<file path="config.mk">
export PLATFORM = sky130hd
export DESIGN_NAME = cbpt_tnorm
export DESIGN_NICKNAME = d
export VERILOG_FILES = /design/src/hdl/cbpt_pkg.sv /design/src/hdl/cbpt_tnorm.sv
export SDC_FILE = /design/constraint.sdc
export NUM_CORES = 1
export LEC_CHECK = 0
export BUFFER_PORTS_ARGS = -buffer_cell sky130_fd_sc_hd__buf_4
export CORE_MARGIN = 2
export CORE_UTILIZATION = 36
export DETAILED_ROUTE_END_ITERATION = 8
export PLACE_DENSITY = 0.57
export SKIP_LAST_GASP = 1
export SLEW_MARGIN = 10
export SYNTH_ARGS = -nofsm -noshare
export SYNTH_HDL_FRONTEND = slang
export SYNTH_SLANG_ARGS = --single-unit
</file>
<file path="constraint.sdc">
create_clock -name clock -period 23.6 [get_ports clock]
set_input_delay 1.18 -clock clock [delete_from_list [all_inputs] [get_ports clock]]
set_output_delay 1.18 -clock clock [all_outputs]
set_load 0.1 [all_outputs]
</file>
<file path="src/hdl/cbpt_pkg.sv">
// Shared types, constants and fixed-point helpers for the cubic Bezier
// point/tangent evaluator. No dependencies; imported by every other file.
`default_nettype none

package cbpt_pkg;

   // Datapath sizing
   localparam int COORD_WIDTH = 16;
   localparam int FRAC_WIDTH  = 16;

   // Fixed field widths of the ports
   localparam int T_W        = 16;
   localparam int INV_W      = 32;
   localparam int REG_W      = 48;
   localparam int CSR_IDX_W  = 3;
   localparam int POS_W      = 16;
   localparam int TAN_W      = 19;
   localparam int NUM_AXES   = 3;
   localparam int NUM_POINTS = 4;

   // Derived widths
   localparam int NORM_W    = T_W + INV_W;
   localparam int Q_W       = 17;
   localparam int Q_EXT_W   = Q_W + 8;
   localparam int TN_W      = FRAC_WIDTH + 1;
   localparam int DIFF_W    = COORD_WIDTH + 1;
   localparam int PROD_W    = COORD_WIDTH + FRAC_WIDTH + 3;
   localparam int TAN_RAW_W = COORD_WIDTH + 3;
   localparam int SAT_W     = (TAN_RAW_W > TAN_W + 1) ? TAN_RAW_W : TAN_W + 1;
   localparam int PAD_W     = (NUM_AXES * COORD_WIDTH > REG_W) ?
                              NUM_AXES * COORD_WIDTH : REG_W;

   // Q16 to FRAC_WIDTH conversion: shift left, or shift right with rounding
   localparam int TN_SHL = (FRAC_WIDTH > 16) ? FRAC_WIDTH - 16 : 0;
   localparam int TN_SHR = (FRAC_WIDTH < 16) ? 16 - FRAC_WIDTH : 0;
   localparam int TN_RND = (TN_SHR > 0) ? 2 ** (TN_SHR - 1) : 0;

   typedef logic [T_W-1:0]              t_type;
   typedef logic [INV_W-1:0]            inv_span_type;
   typedef logic [REG_W-1:0]            point_type;
   typedef logic [CSR_IDX_W-1:0]        csr_idx_type;
   typedef logic [NORM_W-1:0]           norm_type;
   typedef logic [Q_W-1:0]              q_type;
   typedef logic [Q_EXT_W-1:0]          q_ext_type;
   typedef logic [TN_W-1:0]             tn_type;
   typedef logic signed [COORD_WIDTH-1:0] coord_type;
   typedef logic signed [DIFF_W-1:0]    diff_type;
   typedef logic signed [PROD_W-1:0]    prod_type;
   typedef logic signed [TAN_RAW_W-1:0] tan_raw_type;
   typedef logic signed [SAT_W-1:0]     sat_type;
   typedef logic signed [POS_W-1:0]     pos_type;
   typedef logic signed [TAN_W-1:0]     tan_type;

   // Register indexes
   localparam csr_idx_type CSR_POINT0     = 3'd0;
   localparam csr_idx_type CSR_POINT1     = 3'd1;
   localparam csr_idx_type CSR_POINT2     = 3'd2;
   localparam csr_idx_type CSR_POINT3     = 3'd3;
   localparam csr_idx_type CSR_T_MIN      = 3'd4;
   localparam csr_idx_type CSR_T_INV_SPAN = 3'd5;

   localparam inv_span_type INV_SPAN_RESET = inv_span_type'(65536);
   localparam q_type        Q_ONE          = q_type'(65536);
   localparam norm_type     NORM_ONE       = norm_type'(65536);
   localparam tn_type       TN_ONE         = tn_type'(2 ** FRAC_WIDTH);
   localparam q_ext_type    Q_RND          = q_ext_type'(TN_RND);
   localparam prod_type     LERP_HALF      = prod_type'(2 ** (FRAC_WIDTH - 1));

   // Output saturation bounds
   localparam sat_type POS_HI = sat_type'(2 ** (POS_W - 1) - 1);
   localparam sat_type POS_LO = sat_type'(-(2 ** (POS_W - 1)));
   localparam sat_type TAN_HI = sat_type'(2 ** (TAN_W - 1) - 1);
   localparam sat_type TAN_LO = sat_type'(-(2 ** (TAN_W - 1)));

   // Normalized parameter handed from the front end to the lerp pipeline
   typedef struct packed {
      logic   valid;
      logic   err;
      tn_type tn;
   } tnorm_type;

   // One signed coordinate out of a packed control point
   function automatic coord_type coord_sel(input point_type p, input int axis);
      logic [PAD_W-1:0] w;
      w = PAD_W'(p);
      return coord_type'(w[axis*COORD_WIDTH +: COORD_WIDTH]);
   endfunction

   // First half of a lerp: (b - a) * tN
   function automatic prod_type lerp_mul(input coord_type a, input coord_type b,
                                         input tn_type tn);
      diff_type d;
      d = diff_type'(b) - diff_type'(a);
      return prod_type'(d) * prod_type'({1'b0, tn});
   endfunction

   // Second half: a + floor((prod + half) / 2^FRAC_WIDTH); result stays in range
   function automatic coord_type lerp_end(input coord_type a, input prod_type p);
      prod_type r;
      r = (p + LERP_HALF) >>> FRAC_WIDTH;
      return coord_type'(a + coord_type'(r[COORD_WIDTH-1:0]));
   endfunction

   function automatic sat_type sat_clip(input sat_type v, input sat_type hi,
                                        input sat_type lo);
      sat_type r;
      r = v;
      if (v > hi) begin
         r = hi;
      end else if (v < lo) begin
         r = lo;
      end
      return r;
   endfunction

endpackage

`default_nettype wire

</file>
<file path="src/hdl/cbpt_tnorm.sv">
// Two-stage parameter normalizer: (t - t_min) * inverse span, clamp to
// [0,1], convert to FRAC_WIDTH fraction bits. Depends on cbpt_pkg.
`default_nettype none

module cbpt_tnorm import cbpt_pkg::*; (
   input  wire logic         clock,
   input  wire logic         reset,
   input  wire logic         advance,
   input  wire logic         in_valid,
   input  wire t_type        t_value,
   input  wire t_type        t_min,
   input  wire inv_span_type t_inv_span,
   output tnorm_type         norm_out
);

   // Stage A: offset and scale
   logic     a_valid_ff, a_valid_in;
   logic     a_below_ff, a_below_in;
   norm_type a_prod_ff,  a_prod_in;
   t_type    a_diff;

   always_comb begin
      a_valid_in = in_valid;
      a_below_in = (t_value < t_min);
      // 16-bit offset; below t_min is flagged and clamped in stage B
      a_diff     = t_value - t_min;
      a_prod_in  = norm_type'(a_diff) * norm_type'(t_inv_span);
   end

   // Stage B: clamp and rescale
   tnorm_type b_ff, b_in;
   q_type     q;
   q_ext_type q_ext;

   always_comb begin
      b_in.valid = a_valid_ff;
      b_in.err   = 1'b0;
      q          = a_prod_ff[Q_W-1:0];
      if (a_below_ff) begin
         q        = '0;
         b_in.err = 1'b1;
      end else if (a_prod_ff > NORM_ONE) begin
         q        = Q_ONE;
         b_in.err = 1'b1;
      end
      q_ext   = ((q_ext_type'(q) + Q_RND) >> TN_SHR) << TN_SHL;
      b_in.tn = q_ext[TN_W-1:0];
   end

   // Stage registers; only the valid bits are reset
   always_ff @(posedge clock) begin
      if (reset) begin
         a_valid_ff <= 1'b0;
         b_ff.valid <= 1'b0;
      end else if (advance) begin
         a_valid_ff <= a_valid_in;
         b_ff.valid <= b_in.valid;
      end
      if (advance) begin
         a_below_ff <= a_below_in;
         a_prod_ff  <= a_prod_in;
         b_ff.err   <= b_in.err;
         b_ff.tn    <= b_in.tn;
      end
   end

   assign norm_out = b_ff;

endmodule

`default_nettype wire

</file>
Word level (Yosys, flattened, before mapping)
Cells that the tools add are included.

Register bits after elaboration: 69. Input port bits: 68. Word-level logic and storage cells: 14.

Add/sub/neg operators: 1. $mul: 1. Order comparisons: 2. Multiplexer cells: 2. Reduce and logical (&&, ||, !) cells: 1.

Operator list (count): $gt 48x17->1 const B (1); $mul 16x32->48 (1); $mux 17 (1); $lt 16x16->1 (1); $sub 16x16->16 (1); $reduce_or 2->1 (1); $mux 1 (1).

Depth between registers and ports, before layout
Depth in word-level cells: 2. Gate-level depth with buffers: 36. Mapped depth without buffers: 34.

Least setup slack after synthesis
Ideal clock, no wire load.

Path kind: input to register. Start point: input t_value[0]. End point: register a_prod_ff[45], data pin. Data arrival time: 8.028 ns. Setup slack: 15.314 ns. Stages on the path: 31. Path buffers: 1. Cell sequence: inv_1 ha_1 inv_1 fa_1 a21o_1 a21oi_2 o211ai_2 a31oi_2 o21ai_2 a32o_1 o31a_4 buf_6 and2_4 fa_1 fa_1 fa_1 fa_1 fa_1 inv_1 fa_1 inv_1 ha_1 a21oi_2 o21a_1 a211oi_1 or2_1 a31oi_1 o21a_1 o221ai_1 a21oi_1 xnor2_1.

Word-level cells in the longest chain between the ends: 2.

Ends and longest elaborated chain: start: declaration (line cbpt_tnorm.sv:10) `input wire t_type t_value,`; $sub 16x16->16 (line cbpt_tnorm.sv:26) `a_diff = t_value - t_min;`; $mul 16x32->48 (line cbpt_tnorm.sv:27) `a_prod_in = norm_type'(a_diff) * norm_type'(t_inv_span);`; net a_prod_in[45] (line cbpt_tnorm.sv:19) `norm_type a_prod_ff, a_prod_in;`; end signal: assignment (line cbpt_tnorm.sv:61) `a_prod_ff <= a_prod_in;`; end: declaration (line cbpt_tnorm.sv:19).

The timed path passes the listed nets, and every way through them passes these cells. A chain may end at the register's enable or synchronous reset.

Final worst setup path
Start point: input t_value[0]. End point: register a_prod_ff[44], data pin.

The elaborated chain is that of the path after synthesis.

==> results.cfg <==
[clock_network]
ctsResizeCount = 0
cts_hold_buffers = 0
htreeDepth = 3
clkLatencyLatePin_ns = 0.33
cts_setup_buffers = 0
root_buffer = clkbuf_16
clock_path_buffers = 2
path_clk_slew_ns = 0.05
cts_tree = built
numClockSinks = 69
cts_inserted_buffers = 9

[detailed_routing]
viasPerCell = 4.89
vias = 14161
dr.pass1.iters = 5
routed_wl_um = 47400
drc = 0
wl_per_cell_um = 16.4
drt_iter0_drc = 616
drtAntennaViolNets = 0

[sta]
period_needed_ns = 8.88
fin_skew_ns = 0.00517
finalSetupTns_ns = 0
fin_crit_sh_pct = 37.6
final_max_slew_viol_count = 0
hold_viol_final = 0
tightest_slew_ns = 0.887
rsz0062_at_grt = false
setup_violations = 0
slew_headroom_pct = 40.9
clock.fmax_mhz = 113

[global_routing]
busiest_layer = met2
gr-usage-met3_pct = 1.49
gr-total-overflow = 0
grt_pass1_wl_um = 81900
track_usage_pct = 18.1
grt_max_degree = 70
met1_usage_pct = 23.5
antenna_found_initial = 1
grt_use_met2_pct = 32.9
grt_pass1_vias = 15864

[floorplan]
fp.coreArea_um2 = 53700
dieArea_um2 = 56000
chipHeight_um = 237
rows = 85
start_util_pct = 36.3
ios = 87
die_w_um = 237

[placement]
dp_hpwl_um = 38600
port_buffers = 86
gp_congestion = 0.834

[synthesis]
ys_ff_latch = 69
ys.flop_type = edfxtp_1
syn-cell-area_um2 = 19500
synth_area_leaders = fa_1, inv_1, edfxtp_1
synth_edf_count = 67
avgSynthCellArea_um2 = 8.94
ys_warn_count = 0
synth_nets = 2805
synth_top_area_share_pct = 43.0
post_synth_num_cell_types = 58
synth-async-reset-ratio_pct = 0
syn_inst = 2181
yosysSeqAreaShare_pct = 10.5
synth_top_cell_by_area = fa_1

[critical_path]
start_kind = primary input
cpMaxStageDelayCell = fa_1
reg2reg_depth = 4
cpMostUsedCell = fa_1
cp_max_fo = 32
crit_arrival_ns = 8.95
crit_path_max_incr_delay_ns = 0.50
endpoint_kind = register
critPathKind = primary input to register
worstPathRequired_ns = 23.68

[run_status]
outcome = completed

[layout]
fillers = 5475
syn2layout_area_growth_pct = 8.49
drive_above_1_share_pct = 7.37
utilization_pct = 39.4
final_nets = 2818
n_antenna_cell = 0

[worst_hold_path]
holdPathStages = 2
worstHoldPathType = register to register

[flow_run]
cap_violations = 0
## per-layer routing
| layer | part of all wire [%] | vias up | wire [um] |
|---|---|---|---|
| li1 | - | 6479 | - |
| met1 | 43 | 7339 | 20400 |
| met2 | 52 | 283 | 24400 |
| met3 | 3.4 | 60 | 1600 |
| met4 | 1.9 | 0 | 903 |
| met5 | 0 | - | 0 |
## placed cells by master, fill, tap and decap left out, types with 4 or more instances in the layout
master / netlist / layout
and2_4: 20 / 20
and3_1: 6 / 6
ha_1: 137 / 137
edfxtp_1: 67 / 67
a31oi_1: 5 / 5
a21o_1: 24 / 24
nor3_1: 11 / 11
o21a_1: 8 / 8
xor2_1: 22 / 19
fa_1: 419 / 418
a21oi_2: 4 / 4
clkbuf_16: 0 / 9
o21ai_0: 33 / 33
nand3_1: 17 / 17
xnor2_1: 33 / 25
a21oi_1: 57 / 57
nor4_1: 14 / 13
o21ai_1: 4 / 4
inv_1: 537 / 537
and2_1: 138 / 138
xnor2_2: 1 / 9
a211oi_1: 7 / 7
nor2b_1: 12 / 12
buf_4: 1 / 100
nand2_1: 387 / 387
nand2b_1: 27 / 27
nor2_1: 40 / 40
nand4_1: 10 / 10
## final timing paths
kind                 startpoint       endpoint  slack (ns)
hold reg to reg      a_valid_ff     a_valid_ff        0.50
setup / recovery     t_value[0]  a_prod_ff[44]       14.72
hold / removal       a_valid_ff     a_valid_ff        0.50
setup reg to reg  a_prod_ff[37]   norm_out[17]       21.59
## synth_stat cells (2+ instances only)
cell      count
inv_1       537
fa_1        419
nand2_1     387
and2_1      138
ha_1        137
clkbuf_1     79
edfxtp_1     67
a21oi_1      57
nor2_1       40
o21ai_0      33
xnor2_1      33
nand2b_1     27
a21o_1       24
xor2_1       22
and2_4       20
nand3_1      17
buf_2        15
nor4_1       14
nor2b_1      12
nor3_1       11
nand4_1      10
o21a_1        8
a211oi_1      7
and3_1        6
a31oi_1       5
a21oi_2       4
o21ai_1       4
a41oi_1       3
o21ai_2       3
o21bai_1      3
o221ai_1      3
or3_1         3
a21boi_0      2
a21boi_1      2
buf_6         2
dfxtp_1       2
mux2i_1       2
o211ai_1      2
o31a_1        2
## state kept, by name (all words and copies together), names as in the netlist
signal	count
a_prod_ff	48
norm_out	19
a_below_ff	1
a_valid_ff	1
## critical path, delay by kind of cell
family	cells	cell delay, ns
AO/OA/AOI/OAI	14	2.96
buffers and inverters	6	0.39
adder cells (fa/ha/maj)	9	3.84
XOR/XNOR	1	0.14
AND/OR/NAND/NOR	3	0.42
## area by class of cell
cell class | count | area [um^2] | share of cell area [%]
Clock buffer | 9 | 225 | 1.07
Clock inverter | 7 | 114 | 0.538
Inverter | 537 | 2020 | 9.53
Multi-Input combinational cell | 1477 | 15100 | 71.5
Sequential cell | 69 | 2050 | 9.70
Tap cell | 696 | 871 | 4.12
Timing Repair Buffer | 100 | 751 | 3.55
## through the flow
stage | setup slack (ns) | hold slack (ns) | instance area (um^2) | std cells
finish | 14.72 | 0.503 | 21100 | 2895
global route | 14.24 | 0.543 | 21100 | 2895
global placement | 14.56 | 0.474 | 20800 | 2879
floorplan | 15.31 | 0.460 | 19500 | 2181
detailed placement | 14.43 | 0.491 | 20800 | 2879
CTS | 14.77 | 0.507 | 21100 | 2895
## logic make-up (layout without fill, tap and decap cells)
| logic type | after synthesis | in the layout | synth area share [%] |
|---|---|---|---|
| muxes | 2 | 2 | 0.103 |
| adders and majority gates | 556 | 556 | 51.8 |
| buffers and inverters | 635 | 653 | 12.4 |
| and+or+nand+nor | 687 | 687 | 16.7 |
| DFF | 69 | 69 | 10.5 |
| AOI/OAI and AO/OA | 176 | 176 | 5.91 |
| xor gates and xnor gates | 56 | 56 | 2.55 |
Power is not shown: default switching activity piles up to over one toggle a cycle in this logic, so the estimate is an artifact.
